<file path="src/design/fixed_array_insert_remove_unit_macros.svh">
// assertion helpers for the fixed array insert/remove unit
`ifndef FIXED_ARRAY_INSERT_REMOVE_UNIT_MACROS_SVH
`define FIXED_ARRAY_INSERT_REMOVE_UNIT_MACROS_SVH

// clocked check, quiet while reset is asserted
`define FAIR_ASSERT(lbl, prop, msg) \
    lbl: assert property (@(posedge clk) disable iff (!rst_n) prop) else $error(msg);

// clocked check that also holds through reset
`define FAIR_ASSERT_ALWAYS(lbl, prop, msg) \
    lbl: assert property (@(posedge clk) prop) else $error(msg);

`endif

</file>
<file path="src/design/fair_pkg.sv">
`default_nettype none

package fair_pkg;

    localparam int DEPTH     = 64;
    localparam int WORD_BITS = 32;
    localparam int IDX_W     = (DEPTH > 1) ? $clog2(DEPTH) : 1;
    localparam int LEN_W     = $clog2(DEPTH + 1);
    localparam int CFG_W     = 7;
    localparam int GROUP     = 8;
    localparam int NGROUP    = (DEPTH + GROUP - 1) / GROUP;
    localparam int GCNT_W    = $clog2(GROUP + 1);

    // request kinds
    localparam logic [2:0] KIND_LOAD    = 3'd0;
    localparam logic [2:0] KIND_FILL    = 3'd1;
    localparam logic [2:0] KIND_REM_VAL = 3'd2;
    localparam logic [2:0] KIND_REM_IDX = 3'd3;
    localparam logic [2:0] KIND_ADD     = 3'd4;
    localparam logic [2:0] KIND_READ    = 3'd5;

    // add behavior on an occupied slot
    localparam logic [1:0] MODE_OVER    = 2'd0;
    localparam logic [1:0] MODE_SHIFT_L = 2'd1;
    localparam logic [1:0] MODE_SHIFT_R = 2'd2;
    localparam logic [1:0] MODE_INVALID = 2'd3;

    // result status
    localparam logic [2:0] ST_OK        = 3'd0;
    localparam logic [2:0] ST_ZERO      = 3'd1;
    localparam logic [2:0] ST_RANGE     = 3'd2;
    localparam logic [2:0] ST_MODE      = 3'd3;
    localparam logic [2:0] ST_NOTHING   = 3'd4;

    typedef logic [WORD_BITS-1:0] word_t;

    // operation broadcast along the cell row
    typedef enum logic [2:0] {
        OP_HOLD,
        OP_WRITE,
        OP_FILL,
        OP_CLEAR_MATCH,
        OP_SHIFT_L,
        OP_SHIFT_R
    } op_t;

    typedef struct packed {
        op_t              op;
        logic [IDX_W-1:0] idx;
        logic [LEN_W-1:0] len;
        word_t            data;
    } cell_cmd_t;

    typedef struct packed {
        logic in_use;
        logic hit;
        logic empty;
    } cell_flags_t;

    // length register with 0 read as 1 and values above the depth clipped
    function automatic logic [LEN_W-1:0] eff_len(input logic [CFG_W-1:0] v);
        logic [LEN_W-1:0] n;
        if (v == '0)
            n = LEN_W'(1);
        else if (int'(v) > DEPTH)
            n = LEN_W'(DEPTH);
        else
            n = LEN_W'(v);
        return n;
    endfunction

endpackage

`default_nettype wire

</file>
<file path="src/design/fair_zcount.sv">
`default_nettype none

module fair_zcount (
    input  wire logic                         clk,
    input  wire logic [fair_pkg::DEPTH-1:0]   empty_vec,
    output logic      [fair_pkg::LEN_W-1:0]   count
);

    localparam int PAD_W = fair_pkg::NGROUP * fair_pkg::GROUP;

    logic [PAD_W-1:0]                 padded;
    logic [fair_pkg::GCNT_W-1:0]      group_next [fair_pkg::NGROUP];
    logic [fair_pkg::GCNT_W-1:0]      group_reg  [fair_pkg::NGROUP];
    logic [fair_pkg::LEN_W-1:0]       count_next;
    logic [fair_pkg::LEN_W-1:0]       count_reg;

    assign padded = PAD_W'(empty_vec);

    // first level: one count per group of eight cells
    always_comb
    begin
        for (int g = 0; g < fair_pkg::NGROUP; g++)
        begin
            group_next[g] = '0;
            for (int b = 0; b < fair_pkg::GROUP; b++)
                group_next[g] = group_next[g]
                              + fair_pkg::GCNT_W'(padded[g*fair_pkg::GROUP + b]);
        end
    end

    // second level: sum of the group counts
    always_comb
    begin
        count_next = '0;
        for (int g = 0; g < fair_pkg::NGROUP; g++)
            count_next = count_next + fair_pkg::LEN_W'(group_reg[g]);
    end

    always_ff @(posedge clk)
    begin
        group_reg <= group_next;
        count_reg <= count_next;
    end

    assign count = count_reg;

endmodule

`default_nettype wire
</file>
<file path="config.mk">
export PLATFORM = sky130hd
export DESIGN_NAME = fair_zcount
export DESIGN_NICKNAME = d
export VERILOG_FILES = /design/src/design/fixed_array_insert_remove_unit_macros.svh /design/src/design/fair_pkg.sv /design/src/design/fair_zcount.sv
export SDC_FILE = /design/constraint.sdc
export NUM_CORES = 1
export LEC_CHECK = 0
export BUFFER_PORTS_ARGS = -buffer_cell sky130_fd_sc_hd__buf_4
export CELL_PAD_IN_SITES_DETAIL_PLACEMENT = 0
export CELL_PAD_IN_SITES_GLOBAL_PLACEMENT = 1
export CORE_AREA = 2 2 87 89
export DETAILED_ROUTE_END_ITERATION = 10
export DIE_AREA = 0 0 89 91
export MAX_ROUTING_LAYER = met4
export PLACE_DENSITY_LB_ADDON = 0.2
export SLEW_MARGIN = 15
export SYNTH_ARGS = -nofsm -noshare
export SYNTH_HDL_FRONTEND = slang
export SYNTH_SLANG_ARGS = --single-unit
</file>
<file path="constraint.sdc">
create_clock -name clk -period 3.7 [get_ports clk]
set_input_delay 0.555 -clock clk [delete_from_list [all_inputs] [get_ports clk]]
set_output_delay 0.555 -clock clk [all_outputs]
set_load 0.02 [all_outputs]
</file>
==> Flow_metrics.wiki <==
{| class="wikitable"
! Metric !! Value
|-
| Result of the run || complete, no violations
|-
| Worst hold slack after final layout || 479.3 ps
|-
| CTS Hold Buffers Added || 0
|-
| Sum of overflow across all layers after global routing || 0
|-
| Antenna violations before repair || 0
|-
| Vias || 1782
|-
| Antenna diode instance count || 0
|-
| Setup bufs post-CTS || 0
|-
| Placement Rows || 31
|-
| CTS H-Tree Depth || 2
|-
| Worst EP required || 3880 ps
|-
| Final Setup Violations || 0
|-
| Effective utilization at floorplan || 41.13%
|-
| Synthesis Warnings || 0
|-
| Final-report max-slew violation count || 0
|-
| X dimension of the die || 89 um
|-
| Critical path arrival || 3640 ps
|-
| Maximum frequency from static timing analysis || 289.0 MHz
|-
| CP Class || reg2reg
|-
| DRC Markers || 0
|-
| Kind of start point of the critical path || register
|-
| Count of input and output buffers || 71
|-
| Setup crit end kind || register
|-
| Area Growth Syn to Fin || 25.36%
|-
| Total placed instance area || 3592 um2
|-
| Post-layout nets || 506
|-
| Minimum setup slack among reg-to-reg paths || 240 ps
|-
| Top area cells in the synthesized netlist || sky130_fd_sc_hd__fa_1, sky130_fd_sc_hd__dfxtp_1, sky130_fd_sc_hd__inv_1
|-
| Worst min-delay path class || in2reg
|-
| Peak per-stage delay on the critical path || 550 ps
|-
| FILL cells || 740
|-
| Synthesized netlist net count || 428
|-
| Cell with the largest stage delay on the worst path || sky130_fd_sc_hd__fa_1
|-
| Most prevalent standard cell on the critical path || sky130_fd_sc_hd__inv_1
|-
| Clock tree from TritonCTS || built
|-
| Post-DP HPWL || 3.656 mm
|-
| Total global routing track utilization || 11.89%
|-
| Synthesized flop and latch total || 39
|-
| RSZ-0062 raised after global routing || false
|-
| Total standard cell area after synthesis || 2935 um2
|-
| Number of flip-flops in the largest register || 32
|-
| Number of global-route vias before repair || 1837
|-
| Post-synthesis instance total || 277
|-
| Rel. slew slack || 89.60%
|-
| Min cycle time layout || 3460 ps
|-
| Post-Place Cells || 447
|-
| Clk_lat worst skew || 290 ps
|-
| Wire length of the first global-routing pass || 7.396 mm
|-
| Setup total negative slack || 0 ps
|-
| Flip-flop and latch area || 780.7 um2
|-
| Clock root buffer || sky130_fd_sc_hd__clkbuf_8
|-
| Final antenna-violating net count || 0
|-
| Highest fanout seen on the critical path || 2
|-
| Transition time at the pin with the least slew margin || 154.4 ps
|-
| Maximum number of pins on one net before global-route repair || 13
|-
| Routability Congestion || 0.7552
|-
| Clock-pin slew of the registers on the worst-case setup and hold paths || 70 ps
|-
| Vertical die dimension || 91 um
|-
| Clock sinks || 39
|-
| Cts repair resizes || 0
|-
| Buffer depth of the longest clock path || 2
|-
| Pre-antenna DRT Iters || 2
|-
| Average detailed-routed wire length per instance || 8.730 um
|-
| Multi-input gate area || 1703 um2
|-
| Number of cells in the finished layout apart from fillers || 455
|-
| Share of the synthesized area in the top cell type || 37.51%
|-
| Netlist cell types || 12
|-
| Number of buffers inserted during clock tree synthesis || 5
|-
| Number of top-level pins || 72
|-
| Post-synthesis sequential area ratio || 26.60%
|-
| Max-capacitance violation count || 0
|-
| Cells along the critical path || inv_1, fa_1, inv_1, fa_1, fa_1, inv_1, fa_1, inv_1, ha_1, inv_1, fa_2, nor2b_1, o21ai_0, nand2b_1
|-
| Fraction of layout instances using a drive strength above 1 || 22.47%
|-
| Core area || 7137 um2
|-
| Final design instance area without fill || 3680 um2
|-
| Via-to-Cell Ratio || 3.916
|-
| Share of the cycle needed by the critical path after routing || 93.52%
|-
| Cell taking the most area after synthesis || sky130_fd_sc_hd__fa_1
|-
| Post-Syn Area per Cell || 10.60 um2
|-
| Number of failing hold endpoints at the final stage || 0
|-
| Total wire length || 3.972 mm
|-
| Clock Skew || 2.812 ps
|-
| Die area || 8099 um2
|-
| Iter 0 DRT Violations || 17
|}
[final cells by class]
class,count,area share [%]
Multi-Input combinational cell,117,46.28
Sequential cell,39,21.22
Timing Repair Buffer,71,14.48
Inverter,121,12.34
Tap cell,99,3.366
Clock buffer,6,1.972
Clock inverter,2,0.3400
[placed cells by master, fill, tap and decap left out]
cell / n
sky130_fd_sc_hd__clkinvlp_4: 1
sky130_fd_sc_hd__fa_1: 54
sky130_fd_sc_hd__fa_2: 1
sky130_fd_sc_hd__inv_1: 121
sky130_fd_sc_hd__xnor2_1: 3
sky130_fd_sc_hd__nor2b_1: 9
sky130_fd_sc_hd__a21o_1: 1
sky130_fd_sc_hd__o21ai_0: 1
sky130_fd_sc_hd__clkbuf_8: 5
sky130_fd_sc_hd__a21oi_1: 8
sky130_fd_sc_hd__a21oi_2: 1
sky130_fd_sc_hd__ha_1: 31
sky130_fd_sc_hd__buf_4: 71
sky130_fd_sc_hd__xor2_1: 7
sky130_fd_sc_hd__clkbuf_1: 1
sky130_fd_sc_hd__clkinv_2: 1
sky130_fd_sc_hd__dfxtp_1: 39
sky130_fd_sc_hd__nand2b_1: 1
[synth_stat cells]
master,number
sky130_fd_sc_hd__fa_1,55
sky130_fd_sc_hd__dfxtp_1,39
sky130_fd_sc_hd__a21oi_2,1
sky130_fd_sc_hd__ha_1,31
sky130_fd_sc_hd__xor2_1,7
sky130_fd_sc_hd__a21o_1,1
sky130_fd_sc_hd__a21oi_1,8
sky130_fd_sc_hd__inv_1,121
sky130_fd_sc_hd__nand2b_1,1
sky130_fd_sc_hd__o21ai_0,1
sky130_fd_sc_hd__xnor2_1,3
sky130_fd_sc_hd__nor2b_1,9
[worst paths after layout]
kind                                    start            end  cells after the start
worst max register to register   group_reg[2]       count[6]                     14
worst max-delay path             group_reg[2]       count[6]                     14
worst min register to register  group_reg[28]       count[0]                      2
worst min-delay path             empty_vec[2]  group_reg[28]                      2
[kinds of logic after synthesis]
kind of cell,synth area share [%]
buffers and inverters,15.47
adders and majority gates,50.72
DFF,26.60
AOI/OAI and AO/OA,2.089
xor gates and xnor gates,2.984
and+or+nand+nor,2.131
[worst max-delay path, delay by kind of cell (launching register included)]
family                   cells  cell delay [ps]
adder cells (fa/ha/maj)      6             2500
AND/OR/NAND/NOR              2              120
flip-flops                   1              320
AO/OA/AOI/OAI                1              150
buffers and inverters        5              260
[stage by stage]
stage / worst slack [ps] / util (%)
final: 239.8 / 51.56
after global routing: 8.006 / 51.56
after CTS: 181.0 / 51.53
after detailed placement: 195.1 / 50.33
after global placement: 270.1 / 50.33
after floorplan: 331.1 / -
[per-layer routing]
metal  track usage, %  vias to the layer above  part of all wire, %
li1                 -                      907                    -
met1            15.46                      836                   43
met2            18.66                       34                   51
met3            2.455                        5                  4.8
met4            3.731                        0                  1.3
met5                -                        -                    0
Power is not shown: default switching activity piles up to over one toggle a cycle in this logic, so the estimate is an artifact.
