$ cat config.mk
export PLATFORM = sky130hd
export DESIGN_NAME = fair_cell
export DESIGN_NICKNAME = d
export VERILOG_FILES = /design/src/design/fixed_array_insert_remove_unit_macros.svh /design/src/design/fair_pkg.sv /design/src/design/fair_cell.sv
export SDC_FILE = /design/constraint.sdc
export NUM_CORES = 1
export LEC_CHECK = 0
export BUFFER_PORTS_ARGS = -buffer_cell sky130_fd_sc_hd__buf_2
export CORE_ASPECT_RATIO = 1.1
export CORE_MARGIN = 4
export CORE_UTILIZATION = 46
export DETAILED_ROUTE_END_ITERATION = 6
export MAX_ROUTING_LAYER = met4
export PLACE_DENSITY = 0.84
export SETUP_SLACK_MARGIN = 0.1
export SLEW_MARGIN = 20
export SYNTH_ARGS = -nofsm -noshare
export SYNTH_HDL_FRONTEND = slang
export SYNTH_SLANG_ARGS = --single-unit
export TNS_END_PERCENT = 5
$ cat constraint.sdc
create_clock -name clk -period 2.3 [get_ports clk]
set_input_delay 0.23 -clock clk [delete_from_list [all_inputs] [get_ports clk]]
set_output_delay 0.23 -clock clk [all_outputs]
set_load 0.01 [all_outputs]
$ cat src/design/fixed_array_insert_remove_unit_macros.svh
// assertion helpers for the fixed array insert/remove unit
`ifndef FIXED_ARRAY_INSERT_REMOVE_UNIT_MACROS_SVH
`define FIXED_ARRAY_INSERT_REMOVE_UNIT_MACROS_SVH

// clocked check, quiet while reset is asserted
`define FAIR_ASSERT(lbl, prop, msg) \
    lbl: assert property (@(posedge clk) disable iff (!rst_n) prop) else $error(msg);

// clocked check that also holds through reset
`define FAIR_ASSERT_ALWAYS(lbl, prop, msg) \
    lbl: assert property (@(posedge clk) prop) else $error(msg);

`endif

$ cat src/design/fair_pkg.sv
`default_nettype none

package fair_pkg;

    localparam int DEPTH     = 64;
    localparam int WORD_BITS = 32;
    localparam int IDX_W     = (DEPTH > 1) ? $clog2(DEPTH) : 1;
    localparam int LEN_W     = $clog2(DEPTH + 1);
    localparam int CFG_W     = 7;
    localparam int GROUP     = 8;
    localparam int NGROUP    = (DEPTH + GROUP - 1) / GROUP;
    localparam int GCNT_W    = $clog2(GROUP + 1);

    // request kinds
    localparam logic [2:0] KIND_LOAD    = 3'd0;
    localparam logic [2:0] KIND_FILL    = 3'd1;
    localparam logic [2:0] KIND_REM_VAL = 3'd2;
    localparam logic [2:0] KIND_REM_IDX = 3'd3;
    localparam logic [2:0] KIND_ADD     = 3'd4;
    localparam logic [2:0] KIND_READ    = 3'd5;

    // add behavior on an occupied slot
    localparam logic [1:0] MODE_OVER    = 2'd0;
    localparam logic [1:0] MODE_SHIFT_L = 2'd1;
    localparam logic [1:0] MODE_SHIFT_R = 2'd2;
    localparam logic [1:0] MODE_INVALID = 2'd3;

    // result status
    localparam logic [2:0] ST_OK        = 3'd0;
    localparam logic [2:0] ST_ZERO      = 3'd1;
    localparam logic [2:0] ST_RANGE     = 3'd2;
    localparam logic [2:0] ST_MODE      = 3'd3;
    localparam logic [2:0] ST_NOTHING   = 3'd4;

    typedef logic [WORD_BITS-1:0] word_t;

    // operation broadcast along the cell row
    typedef enum logic [2:0] {
        OP_HOLD,
        OP_WRITE,
        OP_FILL,
        OP_CLEAR_MATCH,
        OP_SHIFT_L,
        OP_SHIFT_R
    } op_t;

    typedef struct packed {
        op_t              op;
        logic [IDX_W-1:0] idx;
        logic [LEN_W-1:0] len;
        word_t            data;
    } cell_cmd_t;

    typedef struct packed {
        logic in_use;
        logic hit;
        logic empty;
    } cell_flags_t;

    // length register with 0 read as 1 and values above the depth clipped
    function automatic logic [LEN_W-1:0] eff_len(input logic [CFG_W-1:0] v);
        logic [LEN_W-1:0] n;
        if (v == '0)
            n = LEN_W'(1);
        else if (int'(v) > DEPTH)
            n = LEN_W'(DEPTH);
        else
            n = LEN_W'(v);
        return n;
    endfunction

endpackage

`default_nettype wire

$ cat src/design/fair_cell.sv
`default_nettype none

module fair_cell (
    input  wire logic                        clk,
    input  wire logic                        rst_n,
    input  wire logic [fair_pkg::IDX_W-1:0]  cell_idx,
    input  wire fair_pkg::cell_cmd_t         cmd,
    input  wire fair_pkg::word_t             left_word,
    input  wire fair_pkg::word_t             right_word,
    output fair_pkg::word_t                  word,
    output fair_pkg::cell_flags_t            flags
);

    fair_pkg::word_t word_reg;
    fair_pkg::word_t word_next;
    logic            in_use;
    logic            hit;
    logic            below;
    logic            above;

    // position of this cell against the command
    assign in_use = fair_pkg::LEN_W'(cell_idx) < cmd.len;
    assign hit    = cmd.idx == cell_idx;
    assign below  = cell_idx < cmd.idx;
    assign above  = cell_idx > cmd.idx;

    // next slot content
    always_comb
    begin
        word_next = word_reg;
        case (cmd.op)
            fair_pkg::OP_HOLD:
                word_next = word_reg;
            fair_pkg::OP_WRITE:
                if (hit)
                    word_next = cmd.data;
            fair_pkg::OP_FILL:
                if (in_use)
                    word_next = cmd.data;
            fair_pkg::OP_CLEAR_MATCH:
                if (in_use && word_reg == cmd.data)
                    word_next = '0;
            fair_pkg::OP_SHIFT_L:
                if (hit)
                    word_next = cmd.data;
                else if (below)
                    word_next = right_word;
            fair_pkg::OP_SHIFT_R:
                if (hit)
                    word_next = cmd.data;
                else if (above && in_use)
                    word_next = left_word;
            default:
                word_next = word_reg;
        endcase
    end

    always_ff @(posedge clk or negedge rst_n)
    begin
        if (!rst_n)
            word_reg <= '0;
        else
            word_reg <= word_next;
    end

    assign word         = word_reg;
    assign flags.in_use = in_use;
    assign flags.hit    = hit;
    assign flags.empty  = in_use && (word_reg == '0);

endmodule

`default_nettype wire

==> flow_results.org, run 1 <==
** Synthesis
- The commonest cells after synthesis are sky130_fd_sc_hd__nand3_1, sky130_fd_sc_hd__dfrtp_1, sky130_fd_sc_hd__o21ai_0, sky130_fd_sc_hd__xnor2_1, sky130_fd_sc_hd__mux2i_1.
- During synthesis, Yosys emitted a total of 0 warnings.
- Share of synthesized area occupied by flip-flops and latches :: 28.34%
- Portion of synthesized cell area occupied by the leading cell type :: 28.34%
- Synthesis handed over a netlist of 284 instances.
- Net count of the mapped netlist :: 415
- The mapped netlist covers 2825 um2.
- The synthesized design contains 32 register bits.
- Biggest area contributors in the synthesized netlist :: sky130_fd_sc_hd__dfrtp_1, sky130_fd_sc_hd__mux2_4, sky130_fd_sc_hd__mux2i_1
- Most numerous cell in the Yosys netlist :: sky130_fd_sc_hd__nand3_1
- Async set-reset flop share out of synthesis :: 100.0%
- Number of distinct library cell variants in the gate-level netlist after synthesis :: 34
- Area leader, netlist :: sky130_fd_sc_hd__dfrtp_1
- Synthesized area per cell :: 9.948 um2
- For this run, the leading register cell type out of synthesis is sky130_fd_sc_hd__dfrtp_1.
- Number of enable-type register cells in the synthesized netlist :: 0

** Worst setup path
- For this run, the slowest stage of the critical path takes 0.44 ns.
- Critical Path Sink Type :: flop
- Counting both buffers and inverters, the worst setup path holds a total of 2.
- Destination of the worst register-to-register timing path :: word[16]
- Depth of the critical timing path with buffers and inverters included :: 8
- Crit path max-delay family :: simple AND/OR/NAND/NOR gates
- The worst setup path is launched from a flop.
- In this run the worst setup path begins at word[5].
- CP required :: 2.46 ns
- Counting cells, the worst reg-to-reg path comes to 8.
- On the critical path, the stage with the largest delay is an instance of sky130_fd_sc_hd__dfrtp_2.
- Setup slack of the worst register-to-register path :: 0.03 ns
- At the worst endpoint, the arrival time is 2.43 ns.
- Highest fanout seen on the critical path :: 7
- The worst register-to-register path begins at word[5].
- Worst Setup Path Type :: reg2reg
- The critical path goes through xnor2_2 -> nand4_1 -> nor4_2 -> a21oi_2 -> a211oi_4 -> buf_6 -> clkbuf_16 -> mux2_4.

** Timing
- Setup repair after global routing could not meet its margin everywhere.
- Slew Limit Fails :: 0
- At the pin with the least slew margin, the transition time is 0.7411 ns.
- Final hold analysis gives a worst-case slack of 0.01174 ns.
- Final setup fails :: 0
- Final worst slack :: 0.03125 ns
- Headroom to the max-slew limit came out at 50.59%.
- The final-report hold violation count is 0.
- Dividing the final minimum period by the clock period gives 98.64%.
- For the final database, setup skew stands at 0.002782 ns.
- Max Clk Rate :: 440.8 MHz
- Tmin final :: 2.269 ns

** Clock tree
- After clock tree synthesis, the clock-pin slew on the worst setup and hold paths is 0.07 ns.
- CTS Sinks :: 32
- Worst-skew pair later-pin latency :: 0.27 ns
- CTS Root Cell :: sky130_fd_sc_hd__clkbuf_8
- TritonCTS built the clock tree.
- In this run the deepest clock path goes through 2 buffers.
- H-tree levels :: 2
- In this run, post-CTS hold repair placed 0 buffers.
- In this run, CTS created clock tree buffers numbering 5.

** Floorplan
- Cell Rows :: 29
- Boundary Pins :: 155
- Horiz. Die Dim :: 82.72 um
- For this configuration, the core starts out at a cell density of 48.06%.
- The die covers 7461 um2.
- In this run the vertical extent of the chip is 90.20 um.
- Core outline area :: 5878 um2

** Route
- After detailed routing, the number of vias per cell comes to 5.304.
- The routed layout has 2806 vias.
- The count of nets left with antenna violations once routing finished came out at 0.
- Post-DR wirelength/cell :: 16.38 um
- Final wirelength :: 8663 um
- Count of routing violations after the opening detailed-route iteration :: 51
- For this run, the detailed router's first-pass iteration total came to 4.
- In the routed design, unresolved DRC markers number 0.

** Final layout
- Share of layout cells above drive strength 1 :: 52.88%
- The register with the most flip-flops in the layout has 32 of them.
- For this run, the share of the core covered by cells in the final layout is 68.94%.
- The final layout contains 582 nets.
- 0 antenna diodes ended up in the layout.
- Once layout is done, the placed cells without fillers occupy 4053 um2.
- The area growth from synthesis to layout is 43.45%.

** Pwr
- Static Leakage :: 2.116 nW
- In this run the power density over the cells is 613.2 nW/um2.
- Clk network pwr share :: 17.0%
- Cell internal power was estimated by the tool at 1.600 mW.
- Switching share of power :: 35.62%
- The analysis attributes to net switching a power of 885.3 uW.
- The share of total power dissipated in sequential elements is 34.7%.
- Total power after layout :: 2.485 mW
- Highest ir drop seen on vdd :: 0.4288 mV
- Proportion of power drawn by combinational gates :: 48.3%

** Min path
- The path class of the tightest hold or removal check is in2async.

** Run
- Max-cap violations :: 0

** Global route
- GRT Total Usage :: 23.30%
- For this run the aggregate overflow at the end of global routing stands at 0.
- The first global-routing pass estimated 13410 um of wire.
- Number of antenna violations at the first check in global routing :: 0
- The via count of the first global-routing pass came to 2903.
- Entering global routing, the biggest net connects 37 pins.

** Place
- In this run the cell area measured after placement is 3751 um2.
- Placer's final routability congestion estimate :: 0.7899
- Worst slack, placed :: -0.1387 ns
- Number of buffers inserted by port buffering :: 154
- The wire-length estimate of the detail-placed layout is 6743 um.

** Status
- Run status :: finished clean
worst max path at each step:
stage,slack [ns],end
finish,0.03,word[16]
global route,0.0008,word[19]
CTS,0.08,word[30]
detailed placement,-0.14,word[30]
global placement,-0.11,word[30]
floorplan,0.16,word[0]
power by group through the flow:
stage | clock network [mW] | registers [mW] | logic (mW)
2_1_floorplan | 0 | 0.912 | 0.565
3_3_place_gp | 0 | 0.850 | 1.07
3_5_place_dp | 0 | 0.857 | 1.10
4_1_cts | 0.435 | 0.856 | 1.16
5_1_grt | 0.466 | 0.886 | 1.29
6_report | 0.422 | 0.862 | 1.20
layout make-up:
cell class | instances | area [um2]
Clock buffer | 5 | 68.82
Sequential cell | 32 | 804.5
Fill cell | 494 | 1826
Multi-Input combinational cell | 220 | 1966
Tap cell | 77 | 96.34
Inverter | 13 | 48.80
Clock inverter | 3 | 18.77
Timing Repair Buffer | 179 | 1050
placed cells by master (no fill, tap or decap), drive strengths merged, types with 3 or more instances in the layout:
cell type  Yosys  layout
dfrtp         32      32
mux2          32      32
a21oi          7       7
o21ai         33      33
ha            11      11
nor4          10      10
nand3         34      34
nand4         10      10
xnor2         32      32
mux2i         31      31
clkbuf        11       7
inv           13      13
a211oi         4       4
clkinv         0       3
buf            8     177
metal layers:
metal  track usage, %  vias up  routed length, um
li1                 -     1377                  -
met1            28.74     1318               3558
met2            40.31      103               4434
met3            3.500        8                599
met4            3.815        0                 70
met5                -        -                  0
logic make-up after synthesis:
family          after synthesis  share of synthesized area, %
compound gates               49                         10.67
xor+xnor                     32                         9.920
fa+ha+maj                    11                         4.871
buf+inv                      32                         5.314
flops                        32                         28.34
mux                          63                         27.72
simple gates                 65                         13.15
stage by stage:
stage               instances  setup TNS (ns)
floorplan                 284               0
global placement          514          -2.082
detailed placement        514          -3.039
CTS                       525               0
global route              529               0
finish                    529               0
worst reg2reg max path, stage by stage, from the launching register on:
cell	delay (ns)
sky130_fd_sc_hd__dfrtp_2	0.44
sky130_fd_sc_hd__xnor2_2	0.23
sky130_fd_sc_hd__nand4_1	0.14
sky130_fd_sc_hd__nor4_2	0.34
sky130_fd_sc_hd__a21oi_2	0.12
sky130_fd_sc_hd__a211oi_4	0.26
sky130_fd_sc_hd__buf_6	0.17
sky130_fd_sc_hd__clkbuf_16	0.16
sky130_fd_sc_hd__mux2_4	0.30
repair_timing:
item / 4_1_cts / 5_1_grt
gates cloned: 1 / 2
setup buffers: 2 / 2
gates resized for setup: 10 / 11
pin swaps: 4 / 7
setup endpoints to repair: 32 / 32
No activity file was read; power rests on OpenSTA's default activity.
==> run 2: changes to the inputs <==
MAX_ROUTING_LAYER = default   (was met4)
==> run 2 against run 1 <==
  * Clock power about the same
  * Final area stayed put
  * Highest routed layer unchanged
  * Die area did not move
  * First-iteration DRC count up 24%
  * Non-clock buffer count is the same
  * Setup slack improved by 0.023 ns
  * Count of clock-buffer cells in the layout unchanged
  * Sequential power about the same
  * Critical path type unchanged
  * Register-to-register slack better by 0.02 ns
  * Power about the same
==> flow_results.org, run 2 (synthesis results as in run 1) <==
** Timing
- The post-route minimum period came to 2.246 ns (-0.02283 ns).
- Final setup fails :: 0 (unchanged)
- The final-report hold violation count was 0 (unchanged).
- The slew at the pin with the worst max-slew slack came to 0.7373 ns (-0.003819 ns).
- The number of max-slew violations in the final report is 0 (unchanged).
- The part of the cycle the worst path needs is 97.65% (-0.99 points).
- Max Clk Rate :: 445.3 MHz (+1.0%)
- The post-route worst hold slack came to 0.009005 ns (-0.002737 ns).
- Slew Limit Headroom :: 50.85% (+0.25 points)
- Setup repair after global routing could not meet its margin everywhere.
- Worst-case clock skew :: 0.004343 ns (+0.001561 ns)

** Clock tree
- The number of CTS-inserted buffers was 5 (unchanged).
- Number of buffers inserted by hold repair at cts :: 0 (unchanged)
- TritonCTS built the clock tree.
- CTS Root Cell :: sky130_fd_sc_hd__clkbuf_8
- The clock-pin slew on the worst setup and hold paths is 0.07 ns (about the same).
- The number of clock sinks seen by CTS came to 32 (unchanged).
- H-tree levels :: 2 (unchanged)
- Worst-skew pair later-pin latency :: 0.28 ns (about the same)
- The maximum root-to-sink buffer count is 2 (unchanged).

** Floorplan
- Cell Rows :: 29 (unchanged)
- Horiz. Die Dim :: 82.72 um (unchanged)
- The number of top-level pins came to 155 (unchanged).
- The placeable core region was 5878 um2 (unchanged).
- The area of the die came to 7461 um2 (unchanged).
- The initial cell density of the core was 48.06% (unchanged).
- Die Y :: 90.20 um (unchanged)

** Global route
- The total overflow reported by the global router came to 0 (unchanged).
- Number of antenna violations at the first check in global routing :: 0 (unchanged)
- Wire length of the first global-routing pass :: 13410 um (about the same)
- The global-route usage over all layers was 22.65% (-0.65 points).
- Vias in the first global route :: 2910 (+0.24%)
- The maximum number of pins on one net before global-route repair came to 37 (unchanged).

** Worst setup path
- The required time of the critical path was 2.46 ns (about the same).
- Crit path launch :: word[5]
- The startpoint identified for the worst register-to-register timing path is word[5].
- The biggest fanout along the worst timing path is 7 (unchanged).
- Destination of the worst register-to-register timing path :: word[3]
- Startpoint type of the worst setup path :: flop
- Signal arrival time at the worst endpoint :: 2.41 ns (-0.02 ns)
- The worst reg-to-reg path cell count came to 8 (unchanged).
- Destination of the critical timing path :: word[3]
- The setup slack on the worst flop-to-flop path came to 0.05 ns (+0.02 ns).
- The critical path is of the reg2reg type.
- Critical Path Sink Type :: flop

** Run
- The count of max-cap constraint violations was 0 (unchanged).

** Final layout
- Area grow syn2layout :: 43.45% (unchanged)
- The fraction of layout cells with a size suffix above 1 was 52.88% (unchanged).
- Leading cell type in the layout, fill and taps excluded :: sky130_fd_sc_hd__buf_2
- Antenna diode count :: 0 (unchanged)
- Layout Nets :: 582 (unchanged)
- Commonest cells after routing, fill and taps aside :: sky130_fd_sc_hd__buf_2, sky130_fd_sc_hd__nand3_1, sky130_fd_sc_hd__o21ai_0, sky130_fd_sc_hd__mux2_4, sky130_fd_sc_hd__mux2i_1
- Core utilization of the finished layout :: 68.94% (unchanged)
- The flip-flop count of the largest register after layout came to 32 (unchanged).

** Pwr
- The maximum VDD drop came to 0.4300 mV (+0.26%).
- Clk network pwr share :: 17.1% (about the same)
- Switching share of power :: 35.63% (about the same)
- Total power after layout :: 2.485 mW (about the same)
- The combinational share of power is 48.3% (about the same).
- Static Leakage :: 2.116 nW (unchanged)
- Register share of total power :: 34.6% (about the same)
- Power per unit of standard cell area :: 613.3 nW/um2 (about the same)
- Power spent charging and discharging nets :: 885.6 uW (about the same)
- Internal :: 1.600 mW (unchanged)

** Route
- DR vias :: 2821 (+0.53%)
- Post-DR wirelength/cell :: 16.36 um (about the same)
- The number of routed nets with antenna violations was 0 (unchanged).
- Count of routing violations after the opening detailed-route iteration :: 63 (+24%)
- Pre-Repair DR Iteration Count :: 4 (unchanged)
- Drt via density :: 5.333 (+0.53%)
- Final wirelength :: 8655 um (about the same)
- DRC errors left :: 0 (unchanged)

** Place
- Placed wire-length estimate :: 6743 um (unchanged)
- Placer's final routability congestion estimate :: 0.7792 (-1.4%)
- Number of buffers inserted by port buffering :: 154 (unchanged)

** Status
- Run status :: finished clean

** Min path
- Path class of the lowest-slack min-delay path :: in2async
## run 2: cell counts in the layout (fill, tap and decap cells not counted)
No cell type changed its count.
## run 2: worst min path at each step
stage / start / end / slack, ns / depth (start not counted)
after floorplan: rst_n / word[0] / -0.07 / 0
after global routing: rst_n / word[21] / 0.06 / 1
after global placement: rst_n / word[24] / 0.32 / 1
after detailed placement: rst_n / word[24] / 0.33 / 1
final: rst_n / word[24] / 0.009 / 1
after CTS: rst_n / word[24] / 0.03 / 1
## run 2: power by group through the flow
stage          clock [mW]  combinational (mW)  sequential, mW
6_report            0.424                1.20           0.861
2_1_floorplan           0               0.565           0.912
3_3_place_gp            0                1.07           0.850
3_5_place_dp            0                1.10           0.857
4_1_cts             0.435                1.16           0.856
5_1_grt             0.466                1.29           0.886
## run 2: final cells by class
type | count | area, um2
clock buffer | 5 | 68.82
clock inverter | 3 | 18.77
fill | 494 | 1826
inverter | 13 | 48.80
multi-input combinational | 220 | 1966
sequential | 32 | 804.5
tap | 77 | 96.34
timing repair buffer | 179 | 1050
## run 2: metal layers
metal | part of all wire (%) | global-route usage, % | vias to the layer above
met2 | 51 | 40.44 | 115
li1 | - | - | 1377
met3 | 7.7 | 3.600 | 8
met4 | 0.81 | 3.815 | 0
met5 | 0 | 0 | -
met1 | 40 | 28.43 | 1321
## run 2: stage by stage
step	cells	setup TNS (ns)	area (um2)	setup slack (ns)
final	529	0	4053	0.05408
after global routing	529	0	4053	0.0008731
after CTS	525	0	3959	0.07646
after detailed placement	514	-3.039	3751	-0.1387
after global placement	514	-2.082	3751	-0.1104
after floorplan	284	0	2825	0.1559
## run 2: timing repair
item                       CTS  global route
cloned                       1             2
pin swaps                    4             7
buffers inserted             2             2
resized for setup           10            11
setup endpoints to repair   32            32
## run 2: worst max-delay path, stage by stage, from the launching register on
cell and delay [ns]:
sky130_fd_sc_hd__dfrtp_2 0.44, sky130_fd_sc_hd__xnor2_2 0.21, sky130_fd_sc_hd__nand4_1 0.13, sky130_fd_sc_hd__nor4_2 0.34, sky130_fd_sc_hd__a21oi_2 0.12, sky130_fd_sc_hd__a211oi_4 0.26
sky130_fd_sc_hd__buf_6 0.17, sky130_fd_sc_hd__clkbuf_16 0.16, sky130_fd_sc_hd__mux2_4 0.30
